===== config.mk =====
export PLATFORM = sky130hd
export DESIGN_NAME = cfir_ctrl
export DESIGN_NICKNAME = d
export VERILOG_FILES = /design/src/design/cfir_pkg.sv /design/src/design/cfir_ctrl.sv
export SDC_FILE = /design/constraint.sdc
export NUM_CORES = 1
export LEC_CHECK = 0
export BUFFER_PORTS_ARGS = -buffer_cell sky130_fd_sc_hd__buf_2
export CORE_AREA = 2 2 39 41
export CTS_BUF_LIST = sky130_fd_sc_hd__clkbuf_4 sky130_fd_sc_hd__clkbuf_8
export CTS_CLUSTER_DIAMETER = 120
export DETAILED_ROUTE_END_ITERATION = 16
export DIE_AREA = 0 0 41 43
export SETUP_SLACK_MARGIN = 0.4
export SLEW_MARGIN = 30
export SYNTH_ARGS = -nofsm -noshare
export SYNTH_HDL_FRONTEND = slang
export SYNTH_SLANG_ARGS = --single-unit

===== constraint.sdc =====
create_clock -name i_clk -period 1.41 [get_ports i_clk]
set_input_delay 0.2115 -clock i_clk [delete_from_list [all_inputs] [get_ports i_clk]]
set_output_delay 0.2115 -clock i_clk [all_outputs]
set_load 0.05 [all_outputs]

===== src/design/cfir_pkg.sv =====
// shared types and constants for the complex fir filter
`default_nettype none

package cfir_pkg;

    // fixed field widths
    localparam int ACC_W     = 40;
    localparam int CNT_W     = 7;
    localparam int IDX_W     = 6;
    localparam int CFG_IDX_W = 1;
    localparam int OUT_W     = 2 * ACC_W;

    // register indexes on the configuration port
    localparam logic [CFG_IDX_W-1:0] REG_TAP_COUNT = 1'b0;
    localparam logic [CFG_IDX_W-1:0] REG_REAL_TAPS = 1'b1;

    localparam logic [CNT_W-1:0] TAP_COUNT_RST = 7'd1;

    // action codes carried in tuser
    localparam logic ACT_PUSH = 1'b0;
    localparam logic ACT_LOAD = 1'b1;

    typedef logic signed [ACC_W-1:0] t_acc;

    typedef enum logic [2:0] {
        S_CLEAR,
        S_IDLE,
        S_START,
        S_RUN,
        S_DRAIN,
        S_OUT
    } t_state;

    typedef struct packed {
        logic clear_en;
        logic load_we;
        logic push_we;
        logic start;
        logic rd_en;
        logic out_load;
    } t_dp_cmd;

    typedef struct packed {
        logic clear_last;
        logic n_zero;
        logic rd_last;
        logic pipe_busy;
        logic out_free;
    } t_dp_status;

endpackage

`default_nettype wire


===== src/design/cfir_ctrl.sv =====
// sequencer for the complex fir filter
`default_nettype none

module cfir_ctrl (
    input  wire logic                   i_clk,
    input  wire logic                   i_rst_n,
    input  wire logic                   i_s_valid,
    input  wire logic                   i_action,
    output logic                        o_s_ready,
    output cfir_pkg::t_dp_cmd           o_cmd,
    input  wire cfir_pkg::t_dp_status   i_status
);

    cfir_pkg::t_state r_state;
    cfir_pkg::t_state n_state;

    always_ff @(posedge i_clk) begin
        if (!i_rst_n) begin
            r_state <= cfir_pkg::S_CLEAR;
        end else begin
            r_state <= n_state;
        end
    end

    always_comb begin
        n_state   = r_state;
        o_s_ready = 1'b0;
        o_cmd     = '0;
        unique case (r_state)
            cfir_pkg::S_CLEAR: begin
                o_cmd.clear_en = 1'b1;
                if (i_status.clear_last) begin
                    n_state = cfir_pkg::S_IDLE;
                end
            end
            cfir_pkg::S_IDLE: begin
                o_s_ready = 1'b1;
                if (i_s_valid) begin
                    if (i_action == cfir_pkg::ACT_LOAD) begin
                        o_cmd.load_we = 1'b1;
                    end else begin
                        o_cmd.push_we = 1'b1;
                        n_state       = cfir_pkg::S_START;
                    end
                end
            end
            cfir_pkg::S_START: begin
                o_cmd.start = 1'b1;
                n_state     = i_status.n_zero ? cfir_pkg::S_DRAIN : cfir_pkg::S_RUN;
            end
            cfir_pkg::S_RUN: begin
                o_cmd.rd_en = 1'b1;
                if (i_status.rd_last) begin
                    n_state = cfir_pkg::S_DRAIN;
                end
            end
            cfir_pkg::S_DRAIN: begin
                if (!i_status.pipe_busy) begin
                    n_state = cfir_pkg::S_OUT;
                end
            end
            cfir_pkg::S_OUT: begin
                if (i_status.out_free) begin
                    o_cmd.out_load = 1'b1;
                    n_state        = cfir_pkg::S_IDLE;
                end
            end
            default: begin
                n_state = cfir_pkg::S_CLEAR;
            end
        endcase
    end

endmodule

`default_nettype wire


==> impl_metrics.ini <==
[floorplan]
core_region_area_mm2 = 0.00138
fp.dieW_um = 41
num_rows = 14
dieArea_mm2 = 0.00176
die_h_um = 43
io_pins = 16
initial_utilization_pct = 22.2

[worst_setup_path]
critPathSlowestCell = dfxtp_4
path_max_fanout = 6
worstPathRequired_ns = 1.20
path_class = flip-flop to output port
cp-end-kind = output port
path_cells = buf_6, nand2b_4, nor2_4, and3_4, buf_8
cp_top_family = flip-flops
slowest_delay_ns = 0.36
cp.arrival_ns = 1.18
crit_buf_inv = 2
startpoint_type = flip-flop

[logic_synthesis]
synth.distinct_cells = 24
synth_top_area_share_pct = 19.5
synth_xor_xnor_area_share_pct = 0
synth_area_um2 = 308
yosysSeqAreaShare_pct = 19.5
synth_top_area_cell = dfxtp_1
synth_cells = 39
synth_mux_area_share_pct = 6.50
synth_top_family_by_area = simple AND/OR/NAND/NOR gates
yosys.area_share.simple_pct = 40.7
syn-num-nets = 48
synth_compound_area_share_pct = 21.1
syn_avg_cell_area_um2 = 7.89
synth_fa_ha_area_share_pct = 0
ys_ff_latch = 3
yosysWarnings = 0
ys_top_cells_by_area = dfxtp_1 20%, buf_6 7.3%, mux2i_1 6.5%, nor2b_1 6.1%, o41ai_2 5.3%

[power_and_ir_drop]
p_total_mw = 1.17
comb_power_share_pct = 72.2
power.internal_uw = 639
p_leak_nw = 0.271
ir_drop_mv = 0.553
p_sw_share_pct = 45.4
clockPowerShare_pct = 14.3
seqPwrFrac_pct = 13.5
switching_power_uw = 531
p_per_area_mw_per_mm2 = 1960

[sta]
setup_violations = 0
finalClockSkew_ns = 0.000462
max_slew_margin_pct = 81.7
finalCritPeriodShare_pct = 98.6
fmax_ghz = 0.719
post-route-min-period_ns = 1.39
rsz0062_at_grt = yes
slew_viol_final = 0
worst_pin_slew_ns = 0.275
hold_viol_final = 0

[routing]
first_pass_iters = 2
vias_per_cell = 4.62
first_iter_violations = 1
vias = 374
antenna_left = 0
remaining_drc_errors = 0
drt-wirelength-per-cell_um = 10.3
wl_um = 838

[job]
max_cap_violations = 0

[global_routing]
grt_start_max_net_pins = 9
grt_overflow = 0
grt_usage_pct = 11.5
grt_pass1_vias = 376
antenna_found_initial = 0
grt_pass1_wl_mm = 1.33

[clock_network]
cts.hold.buffers_added = 0
clock_sinks = 3
cts_root_buffer = clkbuf_4
cts_tree = done
clockBufferDepth = 2
clkSlewWorstSetupHoldPaths_ns = 0.04
h-tree-depth = 1
numCtsBuffers = 3
clock_latency_ns = 0.23

[placed_design]
dp_hpwl_um = 615
portBuffers = 15
place_area_um2 = 434
place_congestion = 0.727

[finish]
layout_common_cells = 9 x buf_2, 8 x buf_4, 5 x buf_6
ff_latch_area_um2 = 68.8
n_antenna_cell = 0
largest_reg_flops = 3
finalInstanceArea_um2 = 597
top_register = r_state
top_regs = r_state (3)
final_common_cell = buf_2
fillers = 142
drive_gt1_share_pct = 70.8
multi_input_area_um2 = 264
syn_to_final_growth_pct = 93.9
nNetsFinal = 75

[run_status]
status = complete, no violations

[min_path]
min_path_type = input pin to flip-flop
[metal layers]
| metal | global-route usage, % | wire [µm] |
|---|---|---|
| met1 | 9.27 | 279 |
| met2 | 21.3 | 516 |
| met3 | 1.57 | 43 |
| met4 | 10.0 | 0 |
| met5 | 0 | 0 |
[final timing paths]
check,from,to,slack [ns],depth (start not counted)
max,r_state[0],o_cmd[4],0.02,5
min,i_status[2],r_state[1],0.28,4
min reg2reg,r_state[2],r_state[2],0.52,2
max reg2reg,r_state[2],r_state[2],0.10,5
[power groups by stage]
stage               Sequential, mW  Clock, mW  Combinational, mW
floorplan                    0.125          0              0.569
global placement             0.154          0              0.649
detailed placement           0.157          0              0.649
CTS                          0.156      0.179              0.824
global route                 0.162      0.192              0.897
finish                       0.158      0.167              0.845
[metrics by stage]
step	hold WS [ns]	setup TNS, ns	instances	utilization (%)	setup slack [ns]
6_report	0.278	0	81	43.1	0.0196
5_1_grt	0.297	-0.0714	81	43.1	-0.0349
4_1_cts	0.272	0	81	42.1	0.00706
3_5_place_dp	0.531	0	70	31.4	0.0371
3_3_place_gp	0.521	0	70	31.4	0.0649
2_1_floorplan	0.353	-0.194	39	-	-0.0977
[worst register-to-register path, stage by stage (launching register included)]
cell and delay, ns:
dfxtp_4 0.36, buf_4 0.11, nor2b_1 0.21, a22oi_2 0.08, o221ai_2 0.24, mux2i_1 0.22
[cell type report]
type                       instances  area share (%)
tap                               16            3.35
clock buffer                       4            5.03
timing repair buffer              25            34.6
sequential                         3            11.5
multi-input combinational         31            44.2
inverter                           2            1.26
[timing repair]
item | in CTS | in global routing
pin swaps | 3 | 2
endpoints found under the setup margin | 10 | 10
setup buffers | 7 | 0
resized for setup | 22 | 3
[cell usage after synthesis]
| master | instances |
|---|---|
| a22oi_2 | 1 |
| nor4_1 | 1 |
| and3_2 | 1 |
| nand2_1 | 4 |
| dfxtp_1 | 3 |
| nand2b_1 | 1 |
| or2b_1 | 1 |
| buf_6 | 2 |
| nor2b_1 | 3 |
| a31oi_1 | 1 |
| nor2_1 | 3 |
| and3_1 | 1 |
| o41ai_2 | 1 |
| o221ai_2 | 1 |
| mux2i_1 | 2 |
| and2_2 | 1 |
| o21ai_0 | 2 |
| inv_1 | 2 |
| nor3_1 | 1 |
| nor3b_1 | 2 |
| and2b_2 | 1 |
| buf_4 | 1 |
| nand3_1 | 2 |
| a21oi_1 | 1 |
[logic make-up after synthesis]
logic type / count (synthesis)
flip-flops: 3
AND/OR/NAND/NOR: 22
buffers and inverters: 5
AO/OA/AOI/OAI: 7
multiplexers: 2
Power figures use the tool's default switching activity.
